## src/rtl/core/touch_gesture_classifier_core_defines.svh

```systemverilog
// Assertion macros for the touch gesture classifier core.
// Used by rtl/core/touch_gesture_classifier_core.sv; depends on nothing else.
`ifndef TOUCH_GESTURE_CLASSIFIER_CORE_DEFINES_SVH
`define TOUCH_GESTURE_CLASSIFIER_CORE_DEFINES_SVH

// same-cycle implication, disabled while reset is low
`define TGC_ASSERT_NOW(label, clk, rst_n, ante, cons, msg) \
    label: assert property (@(posedge clk) disable iff (!rst_n) (ante) |-> (cons)) \
        else $error(msg);

// next-cycle implication, disabled while reset is low
`define TGC_ASSERT_NEXT(label, clk, rst_n, ante, cons, msg) \
    label: assert property (@(posedge clk) disable iff (!rst_n) (ante) |=> (cons)) \
        else $error(msg);

`endif

```

## src/rtl/core/tgc_pkg.sv

```systemverilog
// Package for the touch gesture classifier core: widths, codes and the zone lookup.
// No dependencies; imported by touch_gesture_classifier_core.
`default_nettype none

package tgc_pkg;

    localparam int COORD_BITS      = 12;
    localparam int TIMER_BITS      = 16;
    localparam int BTN_BITS        = 3;
    localparam int ROW_BITS        = 3;
    localparam int IDX_BITS        = 4;
    localparam int ZONES           = 9;
    localparam int TAP_MASK_BITS   = 45;
    localparam int TAP_BIT_BITS    = $clog2(TAP_MASK_BITS);
    localparam int SWIPE_MASK_BITS = 8;
    localparam int SWIPE_BIT_BITS  = $clog2(SWIPE_MASK_BITS);
    localparam int CFG_DATA_BITS   = 45;
    localparam int CFG_ADDR_BITS   = 3;

    // slave tdata layout: pos_x, pos_y, buttons, focus_in_reader, gesture_enable
    localparam int S_X_LSB       = 0;
    localparam int S_Y_LSB       = S_X_LSB + COORD_BITS;
    localparam int S_BTN_LSB     = S_Y_LSB + COORD_BITS;
    localparam int S_FOCUS_BIT   = S_BTN_LSB + BTN_BITS;
    localparam int S_GE_BIT      = S_FOCUS_BIT + 1;
    localparam int S_USED_BITS   = S_GE_BIT + 1;
    localparam int S_TDATA_BITS  = ((S_USED_BITS + 7) / 8) * 8;

    // master tdata layout: action_row, action_index, emit_key, filtered
    localparam int M_USED_BITS   = ROW_BITS + IDX_BITS + 2;
    localparam int M_TDATA_BITS  = ((M_USED_BITS + 7) / 8) * 8;

    typedef enum logic [1:0] {
        KIND_NONE  = 2'd0,
        KIND_TAP   = 2'd1,
        KIND_SWIPE = 2'd2,
        KIND_LONG  = 2'd3
    } t_kind;

    typedef enum logic [CFG_ADDR_BITS-1:0] {
        CFG_LEFT_END     = 3'd0,
        CFG_RIGHT_START  = 3'd1,
        CFG_TOP_END      = 3'd2,
        CFG_BOTTOM_START = 3'd3,
        CFG_MIN_SWIPE    = 3'd4,
        CFG_LONG_TICKS   = 3'd5,
        CFG_TAP_MASK     = 3'd6,
        CFG_SWIPE_MASK   = 3'd7
    } t_cfg_idx;

    localparam logic OP_REPORT = 1'b0;
    localparam logic OP_TICK   = 1'b1;

    localparam logic [BTN_BITS-1:0] BTN_RELEASED = 3'd0;
    localparam logic [BTN_BITS-1:0] BTN_ONE      = 3'd1;
    localparam logic [BTN_BITS-1:0] BTN_TWO      = 3'd2;

    localparam logic [ROW_BITS-1:0] ROW_SINGLE      = 3'd0;
    localparam logic [ROW_BITS-1:0] ROW_TWO         = 3'd1;
    localparam logic [ROW_BITS-1:0] ROW_TWO_READER  = 3'd2;
    localparam logic [ROW_BITS-1:0] ROW_LONG        = 3'd3;
    localparam logic [ROW_BITS-1:0] ROW_LONG_READER = 3'd4;
    localparam logic [ROW_BITS-1:0] ROW_SWIPE_OUT   = 3'd0;
    localparam logic [ROW_BITS-1:0] ROW_SWIPE_IN    = 3'd1;

    localparam logic [IDX_BITS-1:0] DIR_UP    = 4'd0;
    localparam logic [IDX_BITS-1:0] DIR_RIGHT = 4'd1;
    localparam logic [IDX_BITS-1:0] DIR_DOWN  = 4'd2;
    localparam logic [IDX_BITS-1:0] DIR_LEFT  = 4'd3;

    localparam logic [COORD_BITS-1:0]    RST_LEFT_END     = COORD_BITS'(180);
    localparam logic [COORD_BITS-1:0]    RST_RIGHT_START  = COORD_BITS'(420);
    localparam logic [COORD_BITS-1:0]    RST_TOP_END      = COORD_BITS'(240);
    localparam logic [COORD_BITS-1:0]    RST_BOTTOM_START = COORD_BITS'(560);
    localparam logic [COORD_BITS-1:0]    RST_MIN_SWIPE    = COORD_BITS'(50);
    localparam logic [TIMER_BITS-1:0]    RST_LONG_TICKS   = TIMER_BITS'(500);
    localparam logic [TAP_MASK_BITS-1:0] RST_TAP_MASK     = 45'd10445360463871;
    localparam logic [SWIPE_MASK_BITS-1:0] RST_SWIPE_MASK = 8'hFF;

    typedef struct packed {
        t_kind                kind;
        logic [ROW_BITS-1:0]  row;
        logic [IDX_BITS-1:0]  index;
        logic                 emit_key;
        logic                 filtered;
    } t_result;

    function automatic logic [IDX_BITS-1:0] zone_of(
        input logic [COORD_BITS-1:0] x,
        input logic [COORD_BITS-1:0] y,
        input logic [COORD_BITS-1:0] left_end,
        input logic [COORD_BITS-1:0] right_start,
        input logic [COORD_BITS-1:0] top_end,
        input logic [COORD_BITS-1:0] bottom_start
    );
        logic [1:0] zr;
        logic [1:0] zc;
        if (y < top_end) begin
            zr = 2'd0;
        end else if (y < bottom_start) begin
            zr = 2'd1;
        end else begin
            zr = 2'd2;
        end
        if (x < left_end) begin
            zc = 2'd0;
        end else if (x >= right_start) begin
            zc = 2'd2;
        end else begin
            zc = 2'd1;
        end
        return IDX_BITS'(zr) * IDX_BITS'(3) + IDX_BITS'(zc);
    endfunction

    function automatic logic [TAP_BIT_BITS-1:0] tap_bit(
        input logic [ROW_BITS-1:0] row,
        input logic [IDX_BITS-1:0] zone
    );
        return TAP_BIT_BITS'(row) * TAP_BIT_BITS'(ZONES) + TAP_BIT_BITS'(zone);
    endfunction

endpackage

`default_nettype wire

```

## src/rtl/core/touch_gesture_classifier_core.sv

```systemverilog
// Touch gesture classifier core: tap zone, swipe and long-tap classification.
// Depends on tgc_pkg and touch_gesture_classifier_core_defines.svh.
//
//  channel   direction  transaction
//  s_axis    in         one touch report or one timer tick (tuser = op)
//  m_axis    out        one action (tuser = action_kind)
//  cfg       in         one register write, index i_cfg_addr
//
// One item per cycle sustained while m_axis does not stall; m_axis is driven from the result register.
// Input register, single classification stage, result register.
// A tick that yields no action leaves the result data untouched and sends nothing on m_axis.
// m_axis stall holds the result and backs up into s_axis tready.
// Reset is synchronous: valid flags, gesture state and config registers return to defaults; data registers do not.
`default_nettype none

`include "touch_gesture_classifier_core_defines.svh"

module touch_gesture_classifier_core (
    input  wire logic                               i_clk,
    input  wire logic                               i_rst_n,
    // pos_x, pos_y, buttons, focus_in_reader, gesture_enable (lowest bit up)
    input  wire logic [tgc_pkg::S_TDATA_BITS-1:0]   s_axis_tdata,
    // op
    input  wire logic                               s_axis_tuser,
    input  wire logic                               s_axis_tvalid,
    output logic                                    s_axis_tready,
    // action_row, action_index, emit_key, filtered (lowest bit up)
    output logic [tgc_pkg::M_TDATA_BITS-1:0]        m_axis_tdata,
    // action_kind
    output logic [1:0]                              m_axis_tuser,
    output logic                                    m_axis_tvalid,
    input  wire logic                               m_axis_tready,
    input  wire logic                               i_cfg_we,
    input  wire logic [tgc_pkg::CFG_ADDR_BITS-1:0]  i_cfg_addr,
    input  wire logic [tgc_pkg::CFG_DATA_BITS-1:0]  i_cfg_data
);
    import tgc_pkg::*;

    logic [COORD_BITS-1:0]      r_left_end, r_right_start, r_top_end, r_bottom_start;
    logic [COORD_BITS-1:0]      r_min_swipe;
    logic [TIMER_BITS-1:0]      r_long_ticks;
    logic [TAP_MASK_BITS-1:0]   r_tap_mask;
    logic [SWIPE_MASK_BITS-1:0] r_swipe_mask;

    logic                       r_in_valid;
    logic                       r_in_op;
    logic [COORD_BITS-1:0]      r_in_x, r_in_y;
    logic [BTN_BITS-1:0]        r_in_btn;
    logic                       r_in_focus, r_in_ge;

    logic [BTN_BITS-1:0]        r_prev_btn, n_prev_btn;
    logic [COORD_BITS-1:0]      r_press_x, n_press_x, r_press_y, n_press_y;
    logic                       r_press_reader, n_press_reader;
    logic                       r_press_ge, n_press_ge;
    logic                       r_long_done, n_long_done;
    logic                       r_hold_run, n_hold_run;
    logic [TIMER_BITS-1:0]      r_hold_cnt, n_hold_cnt;

    logic                       r_out_valid;
    t_result                    r_out;
    t_result                    res;
    logic                       res_valid;

    logic                       advance;
    logic [COORD_BITS-1:0]      dx, dy;
    logic [IDX_BITS-1:0]        press_zone, cur_zone;
    logic                       moved, single, gest, handled;
    logic [ROW_BITS-1:0]        long_row;

    assign advance       = r_in_valid && (!r_out_valid || m_axis_tready);
    assign s_axis_tready = !r_in_valid || advance;

    assign m_axis_tvalid = r_out_valid;
    assign m_axis_tuser  = r_out.kind;
    assign m_axis_tdata  = {(M_TDATA_BITS - M_USED_BITS)'(0), r_out.filtered, r_out.emit_key,
                            r_out.index, r_out.row};

    // configuration writes
    always_ff @(posedge i_clk) begin
        if (!i_rst_n) begin
            r_left_end     <= RST_LEFT_END;
            r_right_start  <= RST_RIGHT_START;
            r_top_end      <= RST_TOP_END;
            r_bottom_start <= RST_BOTTOM_START;
            r_min_swipe    <= RST_MIN_SWIPE;
            r_long_ticks   <= RST_LONG_TICKS;
            r_tap_mask     <= RST_TAP_MASK;
            r_swipe_mask   <= RST_SWIPE_MASK;
        end else if (i_cfg_we) begin
            case (t_cfg_idx'(i_cfg_addr))
                CFG_LEFT_END:     r_left_end     <= i_cfg_data[COORD_BITS-1:0];
                CFG_RIGHT_START:  r_right_start  <= i_cfg_data[COORD_BITS-1:0];
                CFG_TOP_END:      r_top_end      <= i_cfg_data[COORD_BITS-1:0];
                CFG_BOTTOM_START: r_bottom_start <= i_cfg_data[COORD_BITS-1:0];
                CFG_MIN_SWIPE:    r_min_swipe    <= i_cfg_data[COORD_BITS-1:0];
                CFG_LONG_TICKS:   r_long_ticks   <= i_cfg_data[TIMER_BITS-1:0];
                CFG_TAP_MASK:     r_tap_mask     <= i_cfg_data[TAP_MASK_BITS-1:0];
                CFG_SWIPE_MASK:   r_swipe_mask   <= i_cfg_data[SWIPE_MASK_BITS-1:0];
                default: begin
                end
            endcase
        end
    end

    // input register
    always_ff @(posedge i_clk) begin
        if (!i_rst_n) begin
            r_in_valid <= 1'b0;
        end else if (s_axis_tready) begin
            r_in_valid <= s_axis_tvalid;
        end
    end

    always_ff @(posedge i_clk) begin
        if (s_axis_tvalid && s_axis_tready) begin
            r_in_op    <= s_axis_tuser;
            r_in_x     <= s_axis_tdata[S_X_LSB +: COORD_BITS];
            r_in_y     <= s_axis_tdata[S_Y_LSB +: COORD_BITS];
            r_in_btn   <= s_axis_tdata[S_BTN_LSB +: BTN_BITS];
            r_in_focus <= s_axis_tdata[S_FOCUS_BIT];
            r_in_ge    <= s_axis_tdata[S_GE_BIT];
        end
    end

    assign dx = (r_in_x > r_press_x) ? (r_in_x - r_press_x) : (r_press_x - r_in_x);
    assign dy = (r_in_y > r_press_y) ? (r_in_y - r_press_y) : (r_press_y - r_in_y);
    assign press_zone = zone_of(r_press_x, r_press_y, r_left_end, r_right_start,
                                r_top_end, r_bottom_start);
    assign cur_zone   = zone_of(r_in_x, r_in_y, r_left_end, r_right_start,
                                r_top_end, r_bottom_start);
    assign moved    = (dx > r_min_swipe) || (dy > r_min_swipe);
    assign single   = (r_prev_btn == BTN_ONE);
    assign gest     = r_press_ge && moved && single;
    assign long_row = r_press_reader ? ROW_LONG_READER : ROW_LONG;

    // classification
    always_comb begin
        n_prev_btn     = r_prev_btn;
        n_press_x      = r_press_x;
        n_press_y      = r_press_y;
        n_press_reader = r_press_reader;
        n_press_ge     = r_press_ge;
        n_long_done    = r_long_done;
        n_hold_run     = r_hold_run;
        n_hold_cnt     = r_hold_cnt;
        res            = '0;
        res_valid      = 1'b0;
        handled        = 1'b0;

        if (r_in_op == OP_TICK) begin
            if (r_hold_run) begin
                if (r_hold_cnt > TIMER_BITS'(1)) begin
                    n_hold_cnt = r_hold_cnt - TIMER_BITS'(1);
                end else begin
                    n_hold_cnt   = '0;
                    n_hold_run   = 1'b0;
                    n_long_done  = 1'b1;
                    res_valid    = 1'b1;
                    res.kind     = KIND_LONG;
                    res.row      = long_row;
                    res.index    = press_zone;
                    res.emit_key = r_tap_mask[tap_bit(long_row, press_zone)];
                end
            end
        end else begin
            res_valid = 1'b1;
            if (r_in_btn != BTN_RELEASED) begin
                if (r_prev_btn == BTN_RELEASED) begin
                    n_press_reader = r_in_focus;
                    n_press_x      = r_in_x;
                    n_press_y      = r_in_y;
                    n_press_ge     = r_in_ge;
                    if (r_in_btn == BTN_ONE) begin
                        n_hold_run = 1'b1;
                        n_hold_cnt = r_long_ticks;
                    end
                end else begin
                    n_hold_run = 1'b0;
                end
            end

            res.filtered = n_press_ge && (r_in_btn != BTN_RELEASED) && (r_prev_btn == r_in_btn);

            if (r_in_btn == BTN_RELEASED && r_prev_btn != BTN_RELEASED) begin
                handled    = single && !gest && !r_press_reader;
                n_hold_run = 1'b0;
                if (r_long_done) begin
                    handled     = 1'b1;
                    n_long_done = 1'b0;
                end
                if (!handled) begin
                    if (gest) begin
                        res.kind = KIND_SWIPE;
                        res.row  = r_press_reader ? ROW_SWIPE_IN : ROW_SWIPE_OUT;
                        if (dx > dy) begin
                            res.index = (r_press_x > r_in_x) ? DIR_LEFT : DIR_RIGHT;
                        end else begin
                            res.index = (r_in_y > r_press_y) ? DIR_DOWN : DIR_UP;
                        end
                        res.emit_key = r_swipe_mask[{res.row[0], res.index[1:0]}];
                    end else begin
                        res.kind = KIND_TAP;
                        if (r_prev_btn == BTN_TWO) begin
                            res.row = r_press_reader ? ROW_TWO_READER : ROW_TWO;
                        end else begin
                            res.row = ROW_SINGLE;
                        end
                        res.index    = cur_zone;
                        res.emit_key = r_tap_mask[tap_bit(res.row, cur_zone)];
                    end
                    if (res.emit_key) begin
                        res.filtered = 1'b1;
                    end
                end
            end
            n_prev_btn = r_in_btn;
        end
    end

    // gesture state
    always_ff @(posedge i_clk) begin
        if (!i_rst_n) begin
            r_prev_btn     <= BTN_RELEASED;
            r_press_x      <= '0;
            r_press_y      <= '0;
            r_press_reader <= 1'b1;
            r_press_ge     <= 1'b1;
            r_long_done    <= 1'b0;
            r_hold_run     <= 1'b0;
            r_hold_cnt     <= '0;
        end else if (advance) begin
            r_prev_btn     <= n_prev_btn;
            r_press_x      <= n_press_x;
            r_press_y      <= n_press_y;
            r_press_reader <= n_press_reader;
            r_press_ge     <= n_press_ge;
            r_long_done    <= n_long_done;
            r_hold_run     <= n_hold_run;
            r_hold_cnt     <= n_hold_cnt;
        end
    end

    // result register
    always_ff @(posedge i_clk) begin
        if (!i_rst_n) begin
            r_out_valid <= 1'b0;
        end else if (advance) begin
            r_out_valid <= res_valid;
        end else if (m_axis_tready) begin
            r_out_valid <= 1'b0;
        end
    end

    always_ff @(posedge i_clk) begin
        if (advance && res_valid) begin
            r_out <= res;
        end
    end

    `TGC_ASSERT_NEXT(a_release_stops_hold, i_clk, i_rst_n,
        advance && r_in_op == OP_REPORT && r_in_btn == BTN_RELEASED, !r_hold_run,
        "hold countdown still running after a release")

    `TGC_ASSERT_NOW(a_long_done_idle, i_clk, i_rst_n,
        r_long_done, !r_hold_run,
        "hold countdown running after a long tap fired")

    `TGC_ASSERT_NOW(a_none_is_empty, i_clk, i_rst_n,
        r_out_valid && r_out.kind == KIND_NONE,
        r_out.row == '0 && r_out.index == '0 && !r_out.emit_key,
        "empty action carries a slot")

endmodule

`default_nettype wire

```

## config.mk

```make
export PLATFORM = sky130hd
export DESIGN_NAME = touch_gesture_classifier_core
export DESIGN_NICKNAME = d
export VERILOG_FILES = /design/src/rtl/core/tgc_pkg.sv /design/src/rtl/core/touch_gesture_classifier_core.sv
export VERILOG_INCLUDE_DIRS = /design/src /design/src/rtl/core
export SDC_FILE = /design/constraint.sdc
export NUM_CORES = 1
export LEC_CHECK = 0
export BUFFER_PORTS_ARGS = -buffer_cell sky130_fd_sc_hd__buf_2
export CORE_UTILIZATION = 42
export DETAILED_ROUTE_END_ITERATION = 8
export SYNTH_ARGS = -nofsm -noshare
export SYNTH_HDL_FRONTEND = slang
export SYNTH_SLANG_ARGS = --single-unit
```

## constraint.sdc

```tcl
create_clock -name i_clk -period 7.6 [get_ports i_clk]
set_input_delay 0.76 -clock i_clk [delete_from_list [all_inputs] [get_ports i_clk]]
set_output_delay 0.76 -clock i_clk [all_outputs]
set_load 0.02 [all_outputs]
```

==> run metrics <==
outcome finished, final reports clean; largest cells by area after synthesis dfxtp_1 (24%), ha_1 (16%), nand2_1 (8.7%); Synth Cell Area 0.0150 sq mm; I/O pins about 110; most frequent cells in the layout nand2_1 (349), ha_1 (194), dfxtp_1 (178); Worst Hold Class input port to flop; Worst-path clk slew around 70 ps; Fmax 0.166 GHz; violation count after the first detailed-route iteration 791; I/O Buffers between 90 and 100; total setup buffers inserted after CTS 0; Net Switching ~0.95 mW; initial antenna violation count 2; Setup crit end kind flop; Sw Ratio 0.301; maxcap violations 0; Routed Antenna Nets 0; hold_buf cts 0; Yosys cell types 70; fin crit share 0.795; power density cells 190 mW/mm^2; Vias 12.5k; clock skew around 23 ps; Setup WS post-layout 1560 ps; TritonRoute pass-1 iters 5; Fin. Hold Viols 0; XOR/XNOR Fraction of Synth Area 0.0187; CORE AREA 0.0348 sq mm; chip width 191 microns; PostCTS Resize Cnt 0; Worst-Margin Slew 1110 ps; area share of the largest cell type after synthesis 0.238; Flop pwr share 0.399; H-tree levels 1; CP arrival ~6300 ps; sequential area share after synthesis 0.320; combinational power share 0.226; Worst R2R Start r_in_x[0]; gr usage total 0.225; Max Slew Vio Count 0; Slew headroom 0.259; Post-Place Worst Slack between 1500 and 2000 ps; CTS tree yes; critical path endpoint m_axis_tdata[8]; CP Class flop to flop; CTS Root Cell clkbuf_16; Syn-to-layout area delta 10.6%; Adder-Cell Fraction of Synth Area 0.175; WL final 40.5 mm; main combinational cell family by area after synthesis compound AO/OA/AOI/OAI gates; setup TNS 0 ps; pin count of the biggest net entering global routing 107; Die Y 191 microns; asr flop ratio synth 0; RSZ-0062 raised after global routing no; leading cell type in the layout, fill and taps excluded nand2_1; clock buffer count from CTS 26; worst vdd ir 0.144 mV; # fillers ~3.4k; largest area contributor in the netlist dfxtp_1; r2r endpoint m_axis_tdata[8]; R2R depth 22; Top FF cell, synth dfxtp_1; Cells after DPL 2225; die area 0.0364 sq mm; share of layout cells above drive strength 1 0.101; Via density 5.48; synthesized instance count 1746; post-synthesis mux area share 0.0567; Post-synth EDFFs 41; Avg Cell Area, Syn 8.58 sq um; drt wl/cell 17.8 microns; power share of the clock group 0.376; residual DRC count 0; simple-gate share of the synthesized area 0.177; Worst EP required roughly 7900 ps; fin crit period 6040 ps; flop-to-flop setup slack about 1600 ps; Max Root-Sink Buffers 3; GR Overflow Total 0; routability cong. 0.893; Multi-input gate area 0.00926 sq mm; storage element area 0.00479 sq mm; clock sink count 219; CP startpoint r_in_x[0]; DP Wirelength about 29 mm; effective utilization at floorplan 0.431; Int Pwr 2.21 mW; first-pass GRT wire length roughly 65 mm; leakage 7.12 nW; # setup viols final 0; FF+latch count, synth 219; fin nets 2089; vias in the first global route 12.1k; worst skew pair latency roughly 550 ps; Setup crit start kind flop; post-synthesis compound-gate area fraction 0.187; non-filler cells, final around 2.3k; yosys warns 0; CP Max Fanout 3; site row count 68
[flip-flops by register name (all words and copies together) (netlist names), 2 cells and up]
register and cells:
m_axis_tdata 9, m_axis_tuser 2, r_bottom_start 12, r_hold_cnt 16, r_in_btn 3, r_in_x 12, r_in_y 12, r_left_end 12
r_long_ticks 16, r_min_swipe 12, r_press_x 12, r_press_y 12, r_prev_btn 3, r_right_start 12, r_swipe_mask 8, r_tap_mask 45
r_top_end 12
[critical path, stage by stage (launching register included)]
cell and delay [ps]:
edfxtp_1 420, inv_1 130, ha_1 240, nand2b_1 150
a21o_1 180, a21o_1 180, a21o_1 180, a21oi_1 240
o21ai_0 160, a221o_1 340, a21boi_0 150, fa_1 460
ha_1 330, ha_1 290, ha_1 170, inv_1 60
fa_1 390, xor2_1 380, mux4_2 560, mux2_2 290
a22oi_2 170, o32ai_1 160, o21bai_1 190
[final cells by class]
cell class                 instances  share of cell area
tap                              455              0.0344
clock buffer                      37              0.0430
antenna                            2            0.000302
sequential                       219               0.289
timing repair buffer             107              0.0345
clock inverter                    11             0.00498
inverter                         152              0.0344
multi-input combinational       1293               0.559
[synthesized netlist by cell type (10+ instances only)]
master      n
nor3_1     21
nand4_1    19
inv_1     152
a22oi_1    10
mux4_2     22
fa_1       10
nand2b_1   17
xor2_1     13
a21oi_1    81
clkbuf_1   60
xnor2_1    19
nand2_1   349
buf_2      11
buf_4      10
o211ai_1   42
o21a_1     18
nor2b_1    29
a21o_1     43
a21boi_0   88
ha_1      194
edfxtp_1   41
o21ai_0    49
nor2_1     56
dfxtp_1   178
nand3_1    68
mux2i_1    14
[how the worst min path moves through the flow]
stage                          start         endpoint  cells past startpoint
floorplan            r_long_ticks[5]  r_long_ticks[5]                      2
global route        s_axis_tdata[11]       r_in_x[11]                      1
CTS                 s_axis_tdata[11]       r_in_x[11]                      1
finish              s_axis_tdata[11]       r_in_x[11]                      1
detailed placement   r_long_ticks[5]  r_long_ticks[5]                      2
global placement     r_swipe_mask[4]  r_swipe_mask[4]                      2
[metal layers]
layer	share of wire	track usage
met5	0.00020	0
met4	0.029	0.0683
met3	0.066	0.0429
met2	0.45	0.367
met1	0.45	0.300
[stage by stage]
step / utilization / hold WS, ps / total power [mW] / area (sq um)
floorplan: - / 433 / 1.80 / 15000
global placement: 0.453 / 449 / 1.97 / 15800
detailed placement: 0.453 / 455 / 1.99 / 15800
global route: 0.476 / 376 / 3.32 / 16600
finish: 0.476 / 392 / 3.15 / 16600
CTS: 0.476 / 377 / 3.18 / 16600
[power groups by stage]
stage                     clock network, mW  registers (mW)  logic [mW]
after floorplan                           0            1.27       0.531
after global placement                    0            1.28       0.690
after detailed placement                  0            1.28       0.707
after CTS                              1.21            1.26       0.712
after global routing                   1.26            1.26       0.795
final                                  1.18            1.26       0.711
[logic make-up after synthesis]
logic type	count (synthesis)
AO/OA/AOI/OAI	405
buffers and inverters	240
AND/OR/NAND/NOR	598
multiplexers	47
XOR/XNOR	32
adder cells (fa/ha/maj)	204
flip-flops	219
other	1
(Power assumes the default switching activity.)
